## src/hw/rtl/gap_aware_alignment_identity_unit_macros.svh

```systemverilog
// Assertion shorthands shared by the queue and back-end RTL files.
// Each macro expects clk and rst_n in scope.
`ifndef GAP_AWARE_ALIGNMENT_IDENTITY_UNIT_MACROS_SVH
`define GAP_AWARE_ALIGNMENT_IDENTITY_UNIT_MACROS_SVH

// Same-cycle implication.
`define GAAI_ASSERT(label, ante, cons, msg) \
    label: assert property (@(posedge clk) disable iff (!rst_n) (ante) |-> (cons)) \
        else $error(msg);

// Next-cycle implication.
`define GAAI_ASSERT_NEXT(label, ante, cons, msg) \
    label: assert property (@(posedge clk) disable iff (!rst_n) (ante) |=> (cons)) \
        else $error(msg);

`endif

```

## src/hw/rtl/gaai_pkg.sv

```systemverilog
package gaai_pkg;

    // Field widths
    localparam int CHAR_W    = 8;
    localparam int OUT_CNT_W = 17;
    localparam int IDENT_W   = 23;
    localparam int CFG_IDX_W = 1;
    localparam int CFG_W     = 8;
    localparam int S_DATA_W  = 16;
    localparam int M_DATA_W  = 64;

    // Default saturation point of the totals
    localparam int MAX_COLUMNS_DEF = 65536;

    // Percent times 65536, and the quotient bits the divider produces
    localparam logic [IDENT_W-1:0] IDENT_SCALE = 23'd6553600;
    localparam int DIV_STEPS = IDENT_W;

    // Register reset values
    localparam logic [CFG_W-1:0] GAP_RUN_LIMIT_RST = 8'd20;
    localparam logic [CFG_W-1:0] GAP_CODE_RST      = 8'd45;

    // Register indexes
    localparam logic [CFG_IDX_W-1:0] REG_GAP_RUN_LIMIT = 1'b0;
    localparam logic [CFG_IDX_W-1:0] REG_GAP_CODE      = 1'b1;

    // Kind of the open gap run
    typedef enum logic [1:0] {
        KIND_NONE = 2'd0,
        KIND_QGAP = 2'd1,
        KIND_TGAP = 2'd2
    } run_kind_t;

    // Back-end sequencer
    typedef enum logic [3:0] {
        ST_IDLE = 4'b0001,
        ST_MUL  = 4'b0010,
        ST_DIV  = 4'b0100,
        ST_DONE = 4'b1000
    } back_state_t;

endpackage

```

## src/hw/rtl/gaai_front.sv

```systemverilog
module gaai_front #(
    parameter int MAX_COLUMNS = gaai_pkg::MAX_COLUMNS_DEF,
    parameter int CNT_W       = $clog2(MAX_COLUMNS + 1)
) (
    input  logic                           clk,
    input  logic                           rst_n,
    // configuration
    input  logic                           cfg_we,
    input  logic [gaai_pkg::CFG_IDX_W-1:0] cfg_index,
    input  logic [gaai_pkg::CFG_W-1:0]     cfg_wdata,
    // column beat
    input  logic                           col_accept,
    input  logic [gaai_pkg::CHAR_W-1:0]    query_char,
    input  logic [gaai_pkg::CHAR_W-1:0]    target_char,
    input  logic                           last_column,
    // totals to the queue
    output logic                           push,
    output logic [2*CNT_W-1:0]             push_data
);
    import gaai_pkg::*;

    localparam int SUM_W = ((CNT_W > 10) ? CNT_W : 10) + 1;
    localparam logic [CNT_W-1:0] MAX_CNT = CNT_W'(MAX_COLUMNS);
    localparam logic [7:0]       RUN_MAX = 8'hFF;

    logic [CFG_W-1:0] limit_reg;
    logic [CFG_W-1:0] gap_code_reg;
    run_kind_t        kind_reg, kind_next;
    logic [7:0]       cols_reg, cols_next;
    logic [7:0]       counted_reg, counted_next;
    logic [CNT_W-1:0] len_reg, len_next;
    logic [CNT_W-1:0] mat_reg, mat_next;

    logic       qgap, tgap, own_gap, run_open, extend, close_now;
    logic       solid, match_inc;
    logic [7:0] add_close, add_last;
    logic [SUM_W-1:0] len_sum;

    // Configuration registers
    always_ff @(posedge clk or negedge rst_n)
    begin
        if (!rst_n)
        begin
            limit_reg    <= GAP_RUN_LIMIT_RST;
            gap_code_reg <= GAP_CODE_RST;
        end
        else if (cfg_we)
        begin
            unique case (cfg_index)
                REG_GAP_RUN_LIMIT: limit_reg    <= cfg_wdata;
                REG_GAP_CODE:      gap_code_reg <= cfg_wdata;
                default:           ;
            endcase
        end
    end

    // Column classification and run tracking
    always_comb
    begin
        qgap      = (query_char == gap_code_reg);
        tgap      = (target_char == gap_code_reg);
        run_open  = (kind_reg != KIND_NONE);
        own_gap   = (kind_reg == KIND_QGAP) ? qgap : tgap;
        extend    = run_open && own_gap;
        close_now = run_open && !own_gap;
        add_close = (close_now && (cols_reg < limit_reg)) ? counted_reg : 8'd0;
        solid     = !extend && !qgap && !tgap;
        match_inc = solid && (query_char == target_char);

        if (extend)
        begin
            kind_next    = kind_reg;
            cols_next    = (cols_reg == RUN_MAX) ? cols_reg : cols_reg + 8'd1;
            counted_next = (!(qgap && tgap) && (counted_reg != RUN_MAX))
                           ? counted_reg + 8'd1 : counted_reg;
        end
        else if (qgap && !tgap)
        begin
            kind_next    = KIND_QGAP;
            cols_next    = 8'd1;
            counted_next = 8'd1;
        end
        else if (tgap && !qgap)
        begin
            kind_next    = KIND_TGAP;
            cols_next    = 8'd1;
            counted_next = 8'd1;
        end
        else
        begin
            kind_next    = KIND_NONE;
            cols_next    = 8'd0;
            counted_next = 8'd0;
        end

        // the last column closes whatever run is still open
        add_last = (last_column && (kind_next != KIND_NONE) && (cols_next < limit_reg))
                   ? counted_next : 8'd0;

        len_sum  = SUM_W'(len_reg) + SUM_W'(add_close) + SUM_W'(add_last)
                 + SUM_W'(solid);
        len_next = (len_sum > SUM_W'(MAX_CNT)) ? MAX_CNT : len_sum[CNT_W-1:0];
        mat_next = (match_inc && (mat_reg < MAX_CNT)) ? mat_reg + CNT_W'(1) : mat_reg;
    end

    // State update; the last column hands the totals on and clears
    always_ff @(posedge clk or negedge rst_n)
    begin
        if (!rst_n)
        begin
            kind_reg    <= KIND_NONE;
            cols_reg    <= 8'd0;
            counted_reg <= 8'd0;
            len_reg     <= '0;
            mat_reg     <= '0;
        end
        else if (col_accept)
        begin
            if (last_column)
            begin
                kind_reg    <= KIND_NONE;
                cols_reg    <= 8'd0;
                counted_reg <= 8'd0;
                len_reg     <= '0;
                mat_reg     <= '0;
            end
            else
            begin
                kind_reg    <= kind_next;
                cols_reg    <= cols_next;
                counted_reg <= counted_next;
                len_reg     <= len_next;
                mat_reg     <= mat_next;
            end
        end
    end

    assign push      = col_accept && last_column;
    assign push_data = {len_next, mat_next};

endmodule

```

## src/hw/rtl/gaai_queue.sv

```systemverilog
`include "gap_aware_alignment_identity_unit_macros.svh"

module gaai_queue #(
    parameter int WIDTH = 2
) (
    input  logic             clk,
    input  logic             rst_n,
    input  logic             push,
    input  logic [WIDTH-1:0] push_data,
    output logic             full,
    input  logic             pop,
    output logic [WIDTH-1:0] pop_data,
    output logic             empty
);
    import gaai_pkg::*;

    localparam int DEPTH = 2;

    logic [WIDTH-1:0] slot_reg [DEPTH];
    logic             wr_ptr_reg, rd_ptr_reg;
    logic [1:0]       count_reg;

    assign full     = (count_reg == 2'(DEPTH));
    assign empty    = (count_reg == 2'd0);
    assign pop_data = slot_reg[rd_ptr_reg];

    // Payload slots
    always_ff @(posedge clk)
    begin
        if (push && !full)
            slot_reg[wr_ptr_reg] <= push_data;
    end

    // Pointers and fill count
    always_ff @(posedge clk or negedge rst_n)
    begin
        if (!rst_n)
        begin
            wr_ptr_reg <= 1'b0;
            rd_ptr_reg <= 1'b0;
            count_reg  <= 2'd0;
        end
        else
        begin
            if (push && !full)
                wr_ptr_reg <= !wr_ptr_reg;
            if (pop && !empty)
                rd_ptr_reg <= !rd_ptr_reg;
            count_reg <= count_reg + 2'((push && !full) ? 1 : 0)
                                   - 2'((pop && !empty) ? 1 : 0);
        end
    end

    `GAAI_ASSERT(a_queue_count, 1'b1, count_reg <= 2'(DEPTH), "queue count beyond depth")

endmodule

```

## src/hw/rtl/gaai_back.sv

```systemverilog
`include "gap_aware_alignment_identity_unit_macros.svh"

module gaai_back #(
    parameter int MAX_COLUMNS = gaai_pkg::MAX_COLUMNS_DEF,
    parameter int CNT_W       = $clog2(MAX_COLUMNS + 1)
) (
    input  logic                          clk,
    input  logic                          rst_n,
    // totals from the queue
    input  logic                          empty,
    input  logic [2*CNT_W-1:0]            pop_data,
    output logic                          pop,
    // result beat
    output logic                          res_valid,
    input  logic                          res_ready,
    output logic [gaai_pkg::OUT_CNT_W-1:0] res_matches,
    output logic [gaai_pkg::OUT_CNT_W-1:0] res_length,
    output logic [gaai_pkg::IDENT_W-1:0]   res_identity
);
    import gaai_pkg::*;

    localparam int NUM_W  = CNT_W + IDENT_W;
    localparam int STEP_W = $clog2(DIV_STEPS);

    back_state_t        state_reg;
    logic [CNT_W-1:0]   mat_reg, len_reg, rem_reg;
    logic [IDENT_W-1:0] sh_reg;
    logic [STEP_W-1:0]  step_reg;
    logic [NUM_W-1:0]   product;
    logic [CNT_W:0]     trial, shifted;
    logic               fits, out_free;

    assign pop      = (state_reg == ST_IDLE) && !empty;
    assign out_free = !res_valid || res_ready;
    assign product  = NUM_W'(mat_reg) * NUM_W'(IDENT_SCALE);

    // One restoring divide step: shift in a dividend bit, try the subtract
    always_comb
    begin
        shifted = {rem_reg, sh_reg[IDENT_W-1]};
        trial   = shifted - {1'b0, len_reg};
        fits    = (shifted >= {1'b0, len_reg});
    end

    // Sequencer: load, scale, divide, hand over
    always_ff @(posedge clk or negedge rst_n)
    begin
        if (!rst_n)
        begin
            state_reg <= ST_IDLE;
            step_reg  <= '0;
        end
        else
        begin
            unique case (state_reg)
                ST_IDLE:
                begin
                    if (!empty)
                        state_reg <= ST_MUL;
                end
                ST_MUL:
                begin
                    step_reg  <= '0;
                    state_reg <= ST_DIV;
                end
                ST_DIV:
                begin
                    step_reg <= step_reg + STEP_W'(1);
                    if (step_reg == STEP_W'(DIV_STEPS - 1))
                        state_reg <= ST_DONE;
                end
                ST_DONE:
                begin
                    if (out_free)
                        state_reg <= ST_IDLE;
                end
                default: state_reg <= ST_IDLE;
            endcase
        end
    end

    // Datapath; the quotient is known to fit in IDENT_W bits since matches <= length
    always_ff @(posedge clk)
    begin
        case (state_reg)
            ST_IDLE:
            begin
                if (!empty)
                begin
                    mat_reg <= pop_data[CNT_W-1:0];
                    len_reg <= pop_data[2*CNT_W-1:CNT_W];
                end
            end
            ST_MUL:
            begin
                rem_reg <= product[NUM_W-1:IDENT_W];
                sh_reg  <= product[IDENT_W-1:0];
            end
            ST_DIV:
            begin
                rem_reg <= fits ? trial[CNT_W-1:0] : shifted[CNT_W-1:0];
                sh_reg  <= {sh_reg[IDENT_W-2:0], fits};
            end
            default: ;
        endcase
    end

    // Result register
    always_ff @(posedge clk or negedge rst_n)
    begin
        if (!rst_n)
            res_valid <= 1'b0;
        else if ((state_reg == ST_DONE) && out_free)
            res_valid <= 1'b1;
        else if (res_ready)
            res_valid <= 1'b0;
    end

    always_ff @(posedge clk)
    begin
        if ((state_reg == ST_DONE) && out_free)
        begin
            res_matches  <= OUT_CNT_W'(mat_reg);
            res_length   <= OUT_CNT_W'(len_reg);
            res_identity <= (len_reg == '0) ? '0 : sh_reg;
        end
    end

    `GAAI_ASSERT(a_rem_below_len, (state_reg == ST_DIV) && (len_reg != '0), rem_reg < len_reg, "divider remainder not below divisor")
    `GAAI_ASSERT_NEXT(a_mul_to_div, state_reg == ST_MUL, (state_reg == ST_DIV) && (step_reg == '0), "scale step not followed by divide")
    `GAAI_ASSERT(a_ident_range, res_valid, res_identity <= IDENT_SCALE, "identity above one hundred percent")

endmodule

```

## src/hw/rtl/gap_aware_alignment_identity_unit.sv

```systemverilog
// Gap-aware alignment identity. Alignment columns arrive one per beat on the
// s_ side, query character in s_tdata[7:0], target character in
// s_tdata[15:8], s_tlast on the final column; the front end takes one column
// per cycle while s_tready is high. The final column's totals go through a
// two-entry queue to a back end that scales the match count by 6553600 in one
// multiply and then runs a restoring divider one quotient bit per cycle; it
// works on one alignment at a time through load, multiply, 23 divide steps
// and hand-over to the output register. Columns keep streaming while the back
// end works; s_tready drops only while the queue holds two alignments not yet
// taken by the back end, so for short alignments the back end, not the column
// stream, sets the sustained rate. Registers: index 0 is the gap
// run limit (reset 20), index 1 the gap character code (reset 45); write them
// only while the block is idle.
module gap_aware_alignment_identity_unit #(
    parameter int MAX_COLUMNS = gaai_pkg::MAX_COLUMNS_DEF
) (
    input  logic                           clk,
    input  logic                           rst_n,
    // configuration write port
    input  logic                           cfg_we,
    input  logic [gaai_pkg::CFG_IDX_W-1:0] cfg_index,
    input  logic [gaai_pkg::CFG_W-1:0]     cfg_wdata,
    // column stream
    input  logic                           s_tvalid,
    output logic                           s_tready,
    input  logic [gaai_pkg::S_DATA_W-1:0]  s_tdata,  // query_char, target_char
    input  logic                           s_tlast,  // last_column
    // result stream
    output logic                           m_tvalid,
    input  logic                           m_tready,
    // effective_matches, effective_length, identity_fixed, zero pad
    output logic [gaai_pkg::M_DATA_W-1:0]  m_tdata
);
    import gaai_pkg::*;

    localparam int CNT_W = $clog2(MAX_COLUMNS + 1);
    localparam int PAD_W = M_DATA_W - 2 * OUT_CNT_W - IDENT_W;

    logic                 col_accept;
    logic                 push, full, pop, empty;
    logic [2*CNT_W-1:0]   push_data, pop_data;
    logic [OUT_CNT_W-1:0] res_matches, res_length;
    logic [IDENT_W-1:0]   res_identity;

    assign s_tready   = !full;
    assign col_accept = s_tvalid && s_tready;

    gaai_front #(
        .MAX_COLUMNS (MAX_COLUMNS),
        .CNT_W       (CNT_W)
    ) u_front (
        .clk         (clk),
        .rst_n       (rst_n),
        .cfg_we      (cfg_we),
        .cfg_index   (cfg_index),
        .cfg_wdata   (cfg_wdata),
        .col_accept  (col_accept),
        .query_char  (s_tdata[CHAR_W-1:0]),
        .target_char (s_tdata[2*CHAR_W-1:CHAR_W]),
        .last_column (s_tlast),
        .push        (push),
        .push_data   (push_data)
    );

    gaai_queue #(
        .WIDTH (2 * CNT_W)
    ) u_queue (
        .clk       (clk),
        .rst_n     (rst_n),
        .push      (push),
        .push_data (push_data),
        .full      (full),
        .pop       (pop),
        .pop_data  (pop_data),
        .empty     (empty)
    );

    gaai_back #(
        .MAX_COLUMNS (MAX_COLUMNS),
        .CNT_W       (CNT_W)
    ) u_back (
        .clk          (clk),
        .rst_n        (rst_n),
        .empty        (empty),
        .pop_data     (pop_data),
        .pop          (pop),
        .res_valid    (m_tvalid),
        .res_ready    (m_tready),
        .res_matches  (res_matches),
        .res_length   (res_length),
        .res_identity (res_identity)
    );

    assign m_tdata = {{PAD_W{1'b0}}, res_identity, res_length, res_matches};

endmodule

```

## config.mk

```make
export PLATFORM = sky130hd
export DESIGN_NAME = gap_aware_alignment_identity_unit
export DESIGN_NICKNAME = d
export VERILOG_FILES = /design/src/hw/rtl/gaai_pkg.sv /design/src/hw/rtl/gaai_front.sv /design/src/hw/rtl/gaai_queue.sv /design/src/hw/rtl/gaai_back.sv /design/src/hw/rtl/gap_aware_alignment_identity_unit.sv
export VERILOG_INCLUDE_DIRS = /design/src /design/src/hw/rtl
export SDC_FILE = /design/constraint.sdc
export NUM_CORES = 1
export LEC_CHECK = 0
export ABC_AREA = 1
export BUFFER_PORTS_ARGS = -buffer_cell sky130_fd_sc_hd__buf_2
export CORE_UTILIZATION = 55
export DETAILED_ROUTE_END_ITERATION = 7
export MAX_ROUTING_LAYER = met4
export PLACE_DENSITY = 0.73
export SKIP_LAST_GASP = 1
export SYNTH_ARGS = -nofsm -noshare
export SYNTH_HDL_FRONTEND = slang
export SYNTH_SLANG_ARGS = --single-unit
```

## constraint.sdc

```tcl
create_clock -name clk -period 10.8 [get_ports clk]
set_clock_uncertainty 0.05 [all_clocks]
set_input_delay 1.62 -clock clk [delete_from_list [all_inputs] [get_ports clk]]
set_output_delay 1.62 -clock clk [all_outputs]
set_load 0.005 [all_outputs]
```

==> impl_metrics.ini <==
[outcome]
status = finished clean

[final_layout]
fill_cells = 2399
drive_gt1_share_pct = 12.2
final_area_sq_um = 17700
area_growth_pct = 11.4
fin_util_pct = 63.0
largest_reg_flops = 68
final-instance-count-excl-fill = 2181
ff_latch_area_sq_um = 8040
multi_input_area_sq_um = 6610
nets = 1939
antennaDiodeCount = 0

[clocking]
htreeDepth = 1
post-cts-setup-buffer-count = 0
clk_latency_ns = 0.56
clk_pin_slew_worst_paths_ns = 0.06
cts-hold-fix-buffers = 0
cts_buffers = 30
cts_num_sinks = 281
cts-resized-gates = 0
cts_buffer_depth = 3
cts_tree = done
root_buffer = clkbuf_16

[place]
port-buffer-count = 89
finalWeightedCongestion = 0.950
dp.cells = 2125
dpl.hpwl_microns = 23900
place_area_sq_um = 16700

[floorplan]
start_util_pct = 56.5
die_y_microns = 172
core_area_sq_um = 28100
std_cell_rows = 61
dieArea_sq_um = 29600
die_x_microns = 172
io_pins = 97

[sta]
tightestPinTransition_ns = 1.16
setup_tns_ns = 0
relSlewSlack_pct = 22.4
period_minus_slack_ns = 6.43
rsz0062_at_grt = false
hold-worst-slack_ns = 0.403
hold_violations = 0
min_period_over_period_pct = 59.5
maxSlewViolCount = 0
timing.fmax_mhz = 156
finalSetupViolations = 0

[worst_setup_path]
crit_path_start = s_tdata[2]
crit_type = input pin to flop
cp.required_ns = 11.13
critPathMaxStageDelay_ns = 0.44
crit_path_end_kind = flop
startpoint_type = input pin
crit_arrival_ns = 6.76
cp_common_cell = nand2_1
cp_max_fo = 17
timing.rr.start = u_front.gap_code_reg[5]$_DFFE_PN1P_
cp_slowest_cell = fa_1

[grt]
antenna_found_initial = 0
gr-total-overflow = 0
grt_pass1_vias = 11200
grt_max_degree = 65
grt_use_total_pct = 23.5
grt_pass1_wl_microns = 53600

[logic_synthesis]
yosysTopAreaCell = edfxtp_1
synthesis.area_sq_um = 15900
synth-seq-cells = 281
yosysWarnings = 0
synth_common_cells = nand2_1, inv_1, edfxtp_1
synth_edf_count = 199
postSynthCellCount = 1683
synth_seq_area_share_pct = 50.6
syn_avg_cell_area_sq_um = 9.44
yosys-top-cells-area = edfxtp_1, dfrtp_1, ha_1
async_flop_share_pct = 29.2
synth_flop_cell = edfxtp_1
yosysMostFrequentCell = nand2_1
netlist.area_leader.share_pct = 37.6
synth.distinct_cells = 52

[job]
drv_cap = 0

[power]
p_seq_share_pct = 31.7
p_per_area_nw_per_um2 = 310
power_switching_mw = 2.29
pwr-share-comb_pct = 50.2
clock_power_share_pct = 18.2
p_int_mw = 3.20
p_leak_nw = 8.22
swShare_pct = 41.8
ir_drop_mv = 0.221

[worst_hold_path]
min_from = u_back.len_reg[10]$_DFFE_PP_
hold_path.class = flop to flop

[drt]
drt_iter0_drc = 719
routed_wl_microns = 32600
ant_nets = 0
drt-pass1-iter-count = 5
avgViaCountPerCell = 5.23
vias = 11400
wl_per_cell_microns = 15.0
drc_errors = 0
[through the flow]
step           setup slack (ns)  power, mW
3_3_place_gp               4.11       4.44
3_5_place_dp               3.81       4.52
5_1_grt                    3.82       6.03
2_1_floorplan              4.81       3.83
4_1_cts                    4.39       5.54
6_report                   4.37       5.49
[metal layers]
layer	global-route usage, %	up-vias	wire (microns)
met1	29.6	5330	14600
li1	-	5770	-
met5	-	-	0
met4	7.04	0	880
met3	2.84	56	1480
met2	39.6	247	15700
[power groups by stage]
stage	logic, mW	registers [mW]	clock network [mW]
2_1_floorplan	2.16	1.68	0
3_3_place_gp	2.69	1.76	0
5_1_grt	3.21	1.77	1.06
6_report	2.75	1.74	0.997
3_5_place_dp	2.76	1.76	0
4_1_cts	2.78	1.74	1.02
[area by class of cell]
class                           instances  area share (%)
Clock inverter                         18           0.919
Tap cell                              378            2.67
Sequential cell                       281            45.4
Clock buffer                           38            4.58
Timing Repair Buffer                   99            2.96
Multi-Input combinational cell       1080            37.3
Inverter                              287            6.10
[worst max-delay path, delay by kind of cell]
| family | cells | cell delay [ns] |
|---|---|---|
| AO/OA/AOI/OAI | 5 | 1.14 |
| adder cells (fa/ha/maj) | 4 | 1.14 |
| buffers and inverters | 5 | 0.61 |
| AND/OR/NAND/NOR | 16 | 2.01 |
| XOR/XNOR | 1 | 0.26 |
[cells by family after synthesis]
| logic type | share of synthesized area [%] |
|---|---|
| AND/OR/NAND/NOR | 16.9 |
| buffers and inverters | 8.11 |
| multiplexers | 2.41 |
| other | 0.0236 |
| adder cells (fa/ha/maj) | 11.2 |
| AO/OA/AOI/OAI | 7.75 |
| XOR/XNOR | 3.03 |
| flip-flops | 50.6 |
[worst paths after layout]
path	depth (start not counted)	endpoint	slack [ns]
max in group asynchronous	2	u_queue.rd_ptr_reg$_DFFE_PN0P_	8.66
worst min register to register	0	u_back.res_length[10]$_DFFE_PP_	0.40
worst min-delay path	0	u_back.res_length[10]$_DFFE_PP_	0.40
min in group asynchronous	1	u_front.len_reg[16]$_DFFE_PN0P_	0.88
worst max-delay path	31	u_queue.slot_reg[1][25]$_DFFE_PP_	4.37
worst max register to register	29	u_queue.slot_reg[1][25]$_DFFE_PP_	5.06
[cell usage in the layout (no fill, tap or decap), types with 8 or more instances in the layout]
cell type  instances
nor3_1            22
ha_1             107
clkbuf_16         30
edfxtp_1         199
buf_2             88
nand3_1           88
nand4_1           14
mux2_2            34
xnor2_1           22
nor2_1           120
nand3b_1           8
inv_1            284
o22ai_1           27
or2_2             11
o21ai_0           92
dfrtp_1           74
fa_1              22
a21oi_1           62
xor2_1            33
buf_4             11
nand2_1          346
Note: power is estimated with default switching activity, not from simulation.
